<file path="config.mk">
export PLATFORM = sky130hd
export DESIGN_NAME = sorted_sleep_queue_wakeup_core
export DESIGN_NICKNAME = d
export VERILOG_FILES = /design/src/ssq_pkg.sv /design/src/ssq_engine.sv /design/src/sorted_sleep_queue_wakeup_core.sv
export SDC_FILE = /design/constraint.sdc
export NUM_CORES = 2
export LEC_CHECK = 0
export BUFFER_PORTS_ARGS = -buffer_cell sky130_fd_sc_hd__buf_4
export CORE_MARGIN = 3
export CORE_UTILIZATION = 40
export CTS_BUF_LIST = sky130_fd_sc_hd__clkbuf_16
export DETAILED_ROUTE_END_ITERATION = 10
export PLACE_DENSITY_LB_ADDON = 0.05
export SKIP_LAST_GASP = 1
export SYNTH_ARGS = -nofsm -noshare
export SYNTH_HDL_FRONTEND = slang
export SYNTH_SLANG_ARGS = --single-unit
</file>
<file path="constraint.sdc">
create_clock -name i_clk -period 7 [get_ports i_clk]
set_input_delay 0 -clock i_clk [delete_from_list [all_inputs] [get_ports i_clk]]
set_output_delay 0 -clock i_clk [all_outputs]
set_load 0.01 [all_outputs]
</file>
<file path="src/ssq_pkg.sv">
// Shared types and codes for the sorted sleep queue wakeup core.
`timescale 1ns / 1ps

package ssq_pkg;

    localparam logic CMD_TICK  = 1'b0;
    localparam logic CMD_SLEEP = 1'b1;

    localparam logic [1:0] KIND_SLEEP_OK  = 2'd0;
    localparam logic [1:0] KIND_FULL      = 2'd1;
    localparam logic [1:0] KIND_IDLE_TICK = 2'd2;
    localparam logic [1:0] KIND_WOKEN     = 2'd3;

    typedef struct packed {
        logic        command;
        logic [7:0]  thread_id;
        logic [31:0] duration;
        logic [5:0]  thread_priority;
        logic [5:0]  running_priority;
    } t_in_item;

    typedef struct packed {
        logic [1:0] kind;
        logic [7:0] woken_id;
        logic       yield_request;
        logic       last;
    } t_out_item;

endpackage

</file>
<file path="src/ssq_engine.sv">
// Sleep queue engine: tick count, circular entry memory and the insert/wake sequencer.
`timescale 1ns / 1ps

module ssq_engine #(
    parameter int QUEUE_DEPTH   = 16,
    parameter int ID_BITS       = 8,
    parameter int PRIORITY_BITS = 6
) (
    input  logic              i_clk,
    input  logic              i_rst_n,
    input  logic              i_req_valid,
    input  ssq_pkg::t_in_item i_req,
    output logic              o_req_ready,
    output logic              o_res_valid,
    output ssq_pkg::t_out_item o_res,
    input  logic              i_res_ready
);

    localparam int IDK   = (ID_BITS < 8) ? ID_BITS : 8;
    localparam int PRK   = (PRIORITY_BITS < 6) ? PRIORITY_BITS : 6;
    localparam int EW    = 64 + IDK + PRK;
    localparam int OCC_W = $clog2(QUEUE_DEPTH + 1);
    localparam int PTR_W = (QUEUE_DEPTH > 1) ? $clog2(QUEUE_DEPTH) : 1;
    localparam int SUM_W = OCC_W + 1;

    localparam logic [2:0] S_IDLE = 3'd0;
    localparam logic [2:0] S_INS  = 3'd1;
    localparam logic [2:0] S_PUT  = 3'd2;
    localparam logic [2:0] S_TICK = 3'd3;
    localparam logic [2:0] S_EMIT = 3'd4;

    function automatic logic [PTR_W-1:0] ptr_next(input logic [PTR_W-1:0] p);
        return (p == PTR_W'(QUEUE_DEPTH - 1)) ? '0 : p + 1'b1;
    endfunction

    function automatic logic [PTR_W-1:0] ptr_prev(input logic [PTR_W-1:0] p);
        return (p == '0) ? PTR_W'(QUEUE_DEPTH - 1) : p - 1'b1;
    endfunction

    function automatic logic [PTR_W-1:0] ptr_add(input logic [PTR_W-1:0] b,
                                                 input logic [OCC_W-1:0] off);
        logic [SUM_W-1:0] s;
        s = SUM_W'(b) + SUM_W'(off);
        if (s >= SUM_W'(QUEUE_DEPTH)) begin
            s = s - SUM_W'(QUEUE_DEPTH);
        end
        return s[PTR_W-1:0];
    endfunction

    logic [EW-1:0] mem [QUEUE_DEPTH];
    logic [EW-1:0] r_rd;

    logic [2:0]         r_state, n_state;
    logic [63:0]        r_count, n_count;
    logic [OCC_W-1:0]   r_occ, n_occ;
    logic [PTR_W-1:0]   r_head, n_head;
    logic [PTR_W-1:0]   r_idx, n_idx;
    logic [OCC_W-1:0]   r_left, n_left;
    logic [63:0]        r_wake, n_wake;
    logic               r_pend, n_pend;
    ssq_pkg::t_in_item  r_req, n_req;
    ssq_pkg::t_out_item r_res, n_res;

    logic             rd_en, wr_en;
    logic [PTR_W-1:0] rd_addr, wr_addr;
    logic [EW-1:0]    wr_data;
    logic [EW-1:0]    new_entry;
    logic [63:0]      rd_wake;
    logic [IDK-1:0]   rd_id;
    logic [PRK-1:0]   rd_prio;
    logic             hit;
    logic             go;

    assign new_entry = {r_wake, r_req.thread_id[IDK-1:0], r_req.thread_priority[PRK-1:0]};
    assign rd_wake   = r_rd[EW-1 -: 64];
    assign rd_id     = r_rd[PRK +: IDK];
    assign rd_prio   = r_rd[PRK-1:0];
    assign hit       = (rd_wake <= r_count);
    assign go        = !r_pend || i_res_ready;
    assign o_req_ready = (r_state == S_IDLE);

    always_comb begin
        n_state = r_state;
        n_count = r_count;
        n_occ   = r_occ;
        n_head  = r_head;
        n_idx   = r_idx;
        n_left  = r_left;
        n_wake  = r_wake;
        n_pend  = r_pend;
        n_req   = r_req;
        n_res   = r_res;
        rd_en   = 1'b0;
        rd_addr = '0;
        wr_en   = 1'b0;
        wr_addr = '0;
        wr_data = '0;
        o_res_valid = 1'b0;
        o_res   = r_res;
        case (r_state)
            S_IDLE: begin
                if (i_req_valid) begin
                    n_req = i_req;
                    if (i_req.command == ssq_pkg::CMD_SLEEP) begin
                        if (r_occ == OCC_W'(QUEUE_DEPTH)) begin
                            n_res   = '{ssq_pkg::KIND_FULL, 8'd0, 1'b0, 1'b1};
                            n_state = S_EMIT;
                        end else begin
                            n_wake = r_count + 64'(i_req.duration);
                            if (r_occ == '0) begin
                                n_idx   = r_head;
                                n_state = S_PUT;
                            end else begin
                                n_idx   = ptr_add(r_head, r_occ - 1'b1);
                                rd_en   = 1'b1;
                                rd_addr = ptr_add(r_head, r_occ - 1'b1);
                                n_left  = r_occ;
                                n_state = S_INS;
                            end
                        end
                    end else begin
                        n_count = r_count + 64'd1;
                        if (r_occ == '0) begin
                            n_res   = '{ssq_pkg::KIND_IDLE_TICK, 8'd0, 1'b0, 1'b1};
                            n_state = S_EMIT;
                        end else begin
                            rd_en   = 1'b1;
                            rd_addr = r_head;
                            n_pend  = 1'b0;
                            n_state = S_TICK;
                        end
                    end
                end
            end
            S_INS: begin
                if (rd_wake > r_wake) begin
                    wr_en   = 1'b1;
                    wr_addr = ptr_next(r_idx);
                    wr_data = r_rd;
                    if (r_left == OCC_W'(1)) begin
                        n_state = S_PUT;
                    end else begin
                        n_idx   = ptr_prev(r_idx);
                        rd_en   = 1'b1;
                        rd_addr = ptr_prev(r_idx);
                        n_left  = r_left - 1'b1;
                    end
                end else begin
                    n_idx   = ptr_next(r_idx);
                    n_state = S_PUT;
                end
            end
            S_PUT: begin
                wr_en   = 1'b1;
                wr_addr = r_idx;
                wr_data = new_entry;
                n_occ   = r_occ + 1'b1;
                n_res   = '{ssq_pkg::KIND_SLEEP_OK, 8'd0, 1'b0, 1'b1};
                n_state = S_EMIT;
            end
            S_TICK: begin
                if (hit) begin
                    o_res_valid = r_pend;
                    if (go) begin
                        n_head = ptr_next(r_head);
                        n_occ  = r_occ - 1'b1;
                        n_pend = 1'b1;
                        n_res  = '{ssq_pkg::KIND_WOKEN, 8'(rd_id),
                                   rd_prio > r_req.running_priority[PRK-1:0],
                                   r_occ == OCC_W'(1)};
                        if (r_occ == OCC_W'(1)) begin
                            n_state = S_EMIT;
                        end else begin
                            rd_en   = 1'b1;
                            rd_addr = ptr_next(r_head);
                        end
                    end
                end else begin
                    if (r_pend) begin
                        n_res.last = 1'b1;
                    end else begin
                        n_res = '{ssq_pkg::KIND_IDLE_TICK, 8'd0, 1'b0, 1'b1};
                    end
                    n_state = S_EMIT;
                end
            end
            S_EMIT: begin
                o_res_valid = 1'b1;
                if (i_res_ready) begin
                    n_state = S_IDLE;
                end
            end
            default: begin
                n_state = S_IDLE;
            end
        endcase
    end

    always_ff @(posedge i_clk) begin
        if (wr_en) begin
            mem[wr_addr] <= wr_data;
        end
        if (rd_en) begin
            r_rd <= mem[rd_addr];
        end
    end

    always_ff @(posedge i_clk) begin
        if (!i_rst_n) begin
            r_state <= S_IDLE;
            r_count <= '0;
            r_occ   <= '0;
            r_head  <= '0;
            r_pend  <= 1'b0;
        end else begin
            r_state <= n_state;
            r_count <= n_count;
            r_occ   <= n_occ;
            r_head  <= n_head;
            r_pend  <= n_pend;
        end
    end

    always_ff @(posedge i_clk) begin
        r_idx  <= n_idx;
        r_left <= n_left;
        r_wake <= n_wake;
        r_req  <= n_req;
        r_res  <= n_res;
    end

endmodule

</file>
<file path="src/sorted_sleep_queue_wakeup_core.sv">
// Top level of the sorted sleep queue wakeup core: channels and output register.
//
//  channel | valid       | stall        | payload
//  --------+-------------+--------------+-------------------------------
//  in      | i_in_valid  | o_in_stall   | i_in_data  (ssq_pkg::t_in_item)
//  out     | o_out_valid | i_out_stall  | o_out_data (ssq_pkg::t_out_item)
//
// One item at a time. A sleep walks the queue from its tail, one entry per cycle
// through the entry memory port, moving each later entry up one place; the walk ends
// where the new entry lands, at the head at most. A sleep on a full queue is refused.
// A tick wakes every due thread from the head of the queue; one memory read per entry.
// Reset clears the tick count and empties the queue; the memory needs no clearing.
// A stalled result holds in the output register; the engine waits for it to drain.
`timescale 1ns / 1ps

module sorted_sleep_queue_wakeup_core #(
    parameter int QUEUE_DEPTH   = 16,
    parameter int ID_BITS       = 8,
    parameter int PRIORITY_BITS = 6
) (
    input  logic               i_clk,
    input  logic               i_rst_n,
    input  logic               i_in_valid,
    input  ssq_pkg::t_in_item  i_in_data,
    output logic               o_in_stall,
    output logic               o_out_valid,
    output ssq_pkg::t_out_item o_out_data,
    input  logic               i_out_stall
);

    logic               eng_ready;
    logic               res_valid;
    ssq_pkg::t_out_item res;
    logic               out_free;
    logic               r_out_valid;
    ssq_pkg::t_out_item r_out;

    assign out_free   = !r_out_valid || !i_out_stall;
    assign o_in_stall = !eng_ready;

    ssq_engine #(
        .QUEUE_DEPTH  (QUEUE_DEPTH),
        .ID_BITS      (ID_BITS),
        .PRIORITY_BITS(PRIORITY_BITS)
    ) u_engine (
        .i_clk      (i_clk),
        .i_rst_n    (i_rst_n),
        .i_req_valid(i_in_valid),
        .i_req      (i_in_data),
        .o_req_ready(eng_ready),
        .o_res_valid(res_valid),
        .o_res      (res),
        .i_res_ready(out_free)
    );

    always_ff @(posedge i_clk) begin
        if (!i_rst_n) begin
            r_out_valid <= 1'b0;
        end else if (out_free) begin
            r_out_valid <= res_valid;
        end
    end

    always_ff @(posedge i_clk) begin
        if (out_free && res_valid) begin
            r_out <= res;
        end
    end

    assign o_out_valid = r_out_valid;
    assign o_out_data  = r_out;

endmodule

</file>
Word-level counts from Yosys, hierarchy flattened
Memory sizes are Yosys's and may differ from the RTL's. A register that Yosys moved wholly into a read port is not among the register bits.
Index checks and enable logic that the tools add are counted.

word-level totals
  register bits after elaboration = 195
  RAM bits = 1248
  input bits = 57
  output and inout port bits = 14
  logic and storage cells = 166
  memories = 1

memory list
  name          words  bits a word  rd ports  clocked after memory_dff  wr ports  RTL line          source
  u_engine.mem  16     78           1         1                         1         ssq_engine.sv:50  logic [EW-1:0] mem [QUEUE_DEPTH];

operators by class
  add/subtract/negate cells = 10
  magnitude comparators = 4
  eq/ne operators = 26
  multiplexer cells = 78
  bitwise operators = 2
  reductions and logical operators = 25

operators with widths
  cell                                               number
  one-hot mux 78 bit (2 select lines)                1
  two-way mux 4 bit                                  21
  two-way mux 78 bit                                 1
  two-way mux 12 bit                                 6
  adder 64 x 1 -> 64 bit (second input constant)     1
  adder 64 x 32 -> 64 bit                            1
  greater-than comparator 64 bit                     1
  less-or-equal comparator 64 bit                    1
  two-way mux 5 bit                                  8
  one-hot mux 12 bit (3 select lines)                1
  two-way mux 3 bit                                  10
  one-hot mux 5 bit (2 select lines)                 2
  two-way mux 1 bit                                  18
  one-hot mux 4 bit (2 select lines)                 2
  != test 3 bit (second input constant)              5
  one-hot mux 3 bit (5 select lines)                 1
  AND reduction 5 bit                                3
  != test 2 bit (second input constant)              7
  one-hot mux 4 bit (3 select lines)                 1
  AND reduction 6 bit                                2
  two-way mux 11 bit                                 1
  == test 5 x 1 -> 1 bit (second input constant)     2
  subtractor 5 x 1 -> 5 bit (second input constant)  2
  AND reduction 3 bit                                3
  other kinds (28)                                   44

Longest topological paths before layout
  depth in word-level cells = 9
  mapped depth = 18
  depth with buffers taken out = 14

Cells and area by module
From an unflattened synthesis, not the netlist that was laid out.

unflattened totals
  cells, all modules = 4343
  area, all modules = 64167.8 um^2

modules (own cells, without submodules)
  module                          instances  cells an instance  area an instance (um^2)  sequential area each (um^2)
  ssq_engine                      1          4325               63762.4                  44512.7
  sorted_sleep_queue_wakeup_core  1          18                 405.4                    380.4

Worst setup path before layout
Ideal clock, no wire load.

  path type = flip-flop to flip-flop
  start point = reg u_engine.r_rd[33] (read register of u_engine.mem)
  end point = mem u_engine.mem[13][0] (netlist bit) (enable)
  arrival time = 6.043 ns
  setup slack = 0.442 ns
  cell stages (with the launch flop) = 12
  path buffers = 2
  clock period less this slack = 6.558 ns
  cell sequence = edfxtp_1 ha_1 nand4_1 or4_1 nor3_2 a21oi_2 a31oi_4 and2_4 buf_6 clkbuf_1 a32oi_1 nor2_1

between the ends
  cells in the longest elaborated chain, start to end = 5
  elaborated cells between the ends (all ways) = 7
  those cells by class = 1 x order compare; 6 x mux

ends and longest elaborated chain
  what                                     RTL line           source
  from (decl)                              ssq_engine.sv:51   logic [EW-1:0] r_rd;
  greater-than comparator 64 bit *         ssq_engine.sv:136  if (rd_wake > r_wake) begin
  two-way mux 1 bit                        ssq_engine.sv:136
  one-hot mux 1 bit (2 select lines)       ssq_engine.sv:100  case (r_state)
  two-way mux 1 bit                        ssq_engine.sv:200  if (wr_en) begin
  two-way mux 1 bit (implied by the code)  ssq_engine.sv:201  mem[wr_addr] <= wr_data;
  to (decl)                                ssq_engine.sv:50

Every way passes the cells marked *; elsewhere a longest branch is shown, timed or not.

Final worst setup path
  start point = reg u_engine.r_rd[41] (read register of u_engine.mem)
  end point = reg u_engine.r_rd[7] (read register of u_engine.mem), data pin

between the ends
  cells in the longest elaborated chain, start to end = 3
  elaborated cells between the ends (all ways) = 8
  those cells by class = 2 x order compare; 6 x mux

ends and longest elaborated chain
  what                                                                                             RTL line                             source
  less-or-equal comparator 64 bit / greater-than comparator 64 bit (equally long branches)         ssq_engine.sv:78, ssq_engine.sv:136
  two-way mux 4 bit, or another cell as far along                                                  ssq_engine.sv:162                    if (hit) begin
  one-hot mux 4 bit (3 select lines) / one-hot mux 1 bit (3 select lines) (equally long branches)  ssq_engine.sv:100

Several ways; a longest one is shown, not always the timed one.
A chain may end at the register's enable or synchronous reset.

==> impl_metrics.env <==
export IMPL_setup_total_negative_slack_ns=0
export IMPL_cp_slowest_stage_delay_ns=0.83
export IMPL_grt_busiest_layer="met2"
export IMPL_cts_tree="done"
export IMPL_ys_dominant_reg_cell="edfxtp_1"
export IMPL_synth_lib_cells_used_distinct=84
export IMPL_fin_nets=4871
export IMPL_min_from="i_in_data[12]"
export IMPL_globalRouteMet3Util_pct=4.42
export IMPL_p_per_area_nw_per_um2=340
export IMPL_setup_violations_final=0
export IMPL_synth_seq_cells=1521
export IMPL_post_dp_hpwl_um=105000
export IMPL_numPortBuffers=70
export IMPL_crit_slowest_cell="nor4_1"
export IMPL_number_of_synthesized_flops_with_an_enable_pin=1443
export IMPL_critPathLaunchType="register"
export IMPL_number_of_buffers_between_clock_root_and_the_deepest_sink=3
export IMPL_initial_utilization_pct=40.4
export IMPL_report_final_hold_viol_count=0
export IMPL_core_um2=159000
export IMPL_design_die_area_um2=166000
export IMPL_clock_tree_root_cell="clkbuf_16"
export IMPL_netlist_area_leader_share_pct=67.4
export IMPL_area_growth_pct=15.1
export IMPL_drive_gt1_share_pct=9.28
export IMPL_grt_antenna_before_repair=2
export IMPL_fillCellCount=14000
export IMPL_grt_setup_unrepaired="no"
export IMPL_timing_worst_slew_pin_value_ns=1.18
export IMPL_track_usage_pct=23.5
export IMPL_final_area_um2=74000
export IMPL_design_portCount=71
export IMPL_power_ir_vdd_worst_v=0.000274
export IMPL_fin_crit_ns=6.09
export IMPL_mean_cell_area_of_the_mapped_netlist_um2=14.5
export IMPL_drt_first_iter_violations=3554
export IMPL_synthArstFlopShare_pct=0
export IMPL_critPathKind="reg -> reg"
export IMPL_postSynthNetCount=4666
export IMPL_detail_route_antenna_nets=0
export IMPL_dr_pass1_iters=6
export IMPL_number_of_standard_cell_rows_in_the_floorplan=146
export IMPL_worst_hold_slack_ns=0.0952
export IMPL_placement_cell_area_um2=67800
export IMPL_share_of_the_yosys_chip_area_belonging_to_registers_pct=69.8
export IMPL_cts_setup_buffers=0
export IMPL_layout_cells_most_common_list="edfxtp_1, nand2_1, mux2i_1"
export IMPL_crit_path_end_kind="register"
export IMPL_critPathArrivalTime_ns=6.64
export IMPL_post_drt_via_cell_ratio=5.65
export IMPL_drv_slew=0
export IMPL_layout_commonest_cell="edfxtp_1"
export IMPL_internal_power_mw=17.7
export IMPL_timing_critical_path_from="u_engine.r_rd[41]"
export IMPL_maxClockFrequency_ghz=0.164
export IMPL_avgRoutedWirePerCell_um=28.2
export IMPL_worst_hold_path_num_cells=3
export IMPL_synth_largest_area_cell="edfxtp_1"
export IMPL_globalRouteMet1Util_pct=34.5
export IMPL_clock_power_share_pct=33.5
export IMPL_cell_leakage_power_nw=26.3
export IMPL_fin_skew_ns=0.0311
export IMPL_maxSlewHeadroom_pct=21.3
export IMPL_floorplan_die_height_um=407
export IMPL_wl_final_um=195000
export IMPL_rrSetupSlack_ns=0.91
export IMPL_clock_sinks=1521
export IMPL_drcViolationCount=0
export IMPL_worst_ep_required_time_ns=7.55
export IMPL_gpl_final_weighted_congestion=0.848
export IMPL_diodes=0
export IMPL_total_switching_power_mw=7.49
export IMPL_post_layout_total_power_mw=25.2
export IMPL_cts_htree_levels=4
export IMPL_maximum_number_of_pins_on_one_net_before_global_route_repair=147
export IMPL_mapped_cell_area_um2=64300
export IMPL_worst_hold_path_type="in -> reg"
export IMPL_crit_fanout=52
export IMPL_via_count_of_the_first_global_routing_pass=38600
export IMPL_netlist_instances=4429
export IMPL_grt_overflow_total=0
export IMPL_power_switching_share_pct=29.7
export IMPL_timing_rr_start="u_engine.r_rd[41]"
export IMPL_global_route_usage_met2_pct=36.1
export IMPL_via_count=39100
export IMPL_max_cap_check_violation_count=0
export IMPL_clkSlewWorstSetupHoldPaths_ns=0.06
export IMPL_clkLatencyLatePin_ns=0.81
export IMPL_min_period_over_period_pct=87.1
export IMPL_ys_top_cells_by_area="edfxtp_1, mux2i_1, a32oi_1"
export IMPL_reg2reg_depth=13
export IMPL_grt_pass1_wl_um=279000
export IMPL_result_of_the_run="completed"
export IMPL_die_x_um=407
export IMPL_worstPathCellList="ha_1 > nand3_1 > nor4_1 > a221oi_1 > o221ai_1 > o21bai_1 > a31oi_4 > and2_4 > a221o_4 > and3_4 > buf_4 > a32oi_1 > and4_1"
export IMPL_power_share_sequential_pct=46.7
export IMPL_cts_buffers=168
export IMPL_combinationalPowerShare_pct=19.8
export IMPL_synth_yosys_warnings=0
[cell families (layout without fill, tap and decap cells)]
logic type	count (synthesis)	count (layout)	synth area share, %
muxes	318	318	4.95
xor gates and xnor gates	127	127	1.73
DFF	1521	1521	69.8
adders and majority gates	180	180	3.53
buffers and inverters	385	731	2.65
AOI/OAI and AO/OA	692	692	8.40
and+or+nand+nor	1206	1206	8.92
[through the flow]
step	util, %	cells	setup WS, ns
after CTS	46.5	6921	1.14
after floorplan	-	4429	0.442
final	46.5	6921	0.906
after global routing	46.5	6921	0.907
after detailed placement	42.6	6511	1.16
after global placement	42.6	6511	1.14
[area by class of cell]
cell class | instances | area [µm²] | share of cell area [%]
clock inverters | 142 | 997 | 1.35
inverters | 161 | 604 | 0.816
clock buffers | 169 | 4230 | 5.71
multi-input cells | 2523 | 17900 | 24.2
flip-flops and latches | 1521 | 44900 | 60.7
repair buffers | 259 | 2670 | 3.60
well taps | 2146 | 2690 | 3.63
[state kept, by name, summed over array words and instances, names as in the netlist, 5 cells and up]
name,flops
o_out_data,12
u_engine.o_res,12
u_engine.r_rd,78
u_engine.r_req,6
u_engine.mem,1248
u_engine.r_occ,5
u_engine.r_wake,64
u_engine.r_count,64
u_engine.new_entry,14
u_engine.r_left,5
[critical path: cells and delay by family, from the launching register on]
kind,cells,cell delay [ns]
AO/OA/AOI/OAI,6,1.78
AND/OR/NAND/NOR,5,2.72
buffers and inverters,1,0.40
flip-flops,1,0.52
adder cells (fa/ha/maj),1,0.36
[cells in the mapped netlist, drive strengths merged, types with 5 or more instances]
library cell  instances
a211oi                9
a21boi               21
a21o                 37
a21oi               101
a22o                 78
a31oi                13
a32oi               314
and2                 62
and3                 17
and4                 83
buf                 113
clkbuf              111
dfxtp                78
edfxtp             1443
ha                  178
inv                 161
mux2i               318
nand2               715
nand2b                9
nand3                56
nand4                33
nor2                116
nor2b                17
nor3                 39
nor4                 10
o211ai                5
o21a                  9
o21ai                55
o21bai               10
or3                  24
xnor2               116
xor2                 11
[repair_timing]
item                      4_1_cts  5_1_grt
gates resized for setup         0        0
hold buffers                   99        0
hold endpoints to repair      151        0
[power groups by stage]
stage	clock, mW	combinational [mW]	sequential (mW)
finish	8.43	4.98	11.8
global route	8.99	5.42	11.8
CTS	8.62	5.01	11.8
detailed placement	0	4.94	11.9
global placement	0	4.90	11.9
floorplan	0	2.98	11.8
[path summary, 6_finish.rpt]
path                                           end
worst max-delay path              u_engine.r_rd[7]
worst min-delay path            u_engine.r_wake[0]
worst max register to register    u_engine.r_rd[7]
worst min register to register      o_out_data[11]
[layer usage]
layer  up-vias  wire [µm]  part of all wire [%]
met5         -          0                     0
met4         0       4290                   2.2
met3       252      12000                   6.1
met2      1171      87700                    45
met1     20200      91400                    47
li1      17500          -                     -
(Power assumes the default switching activity.)
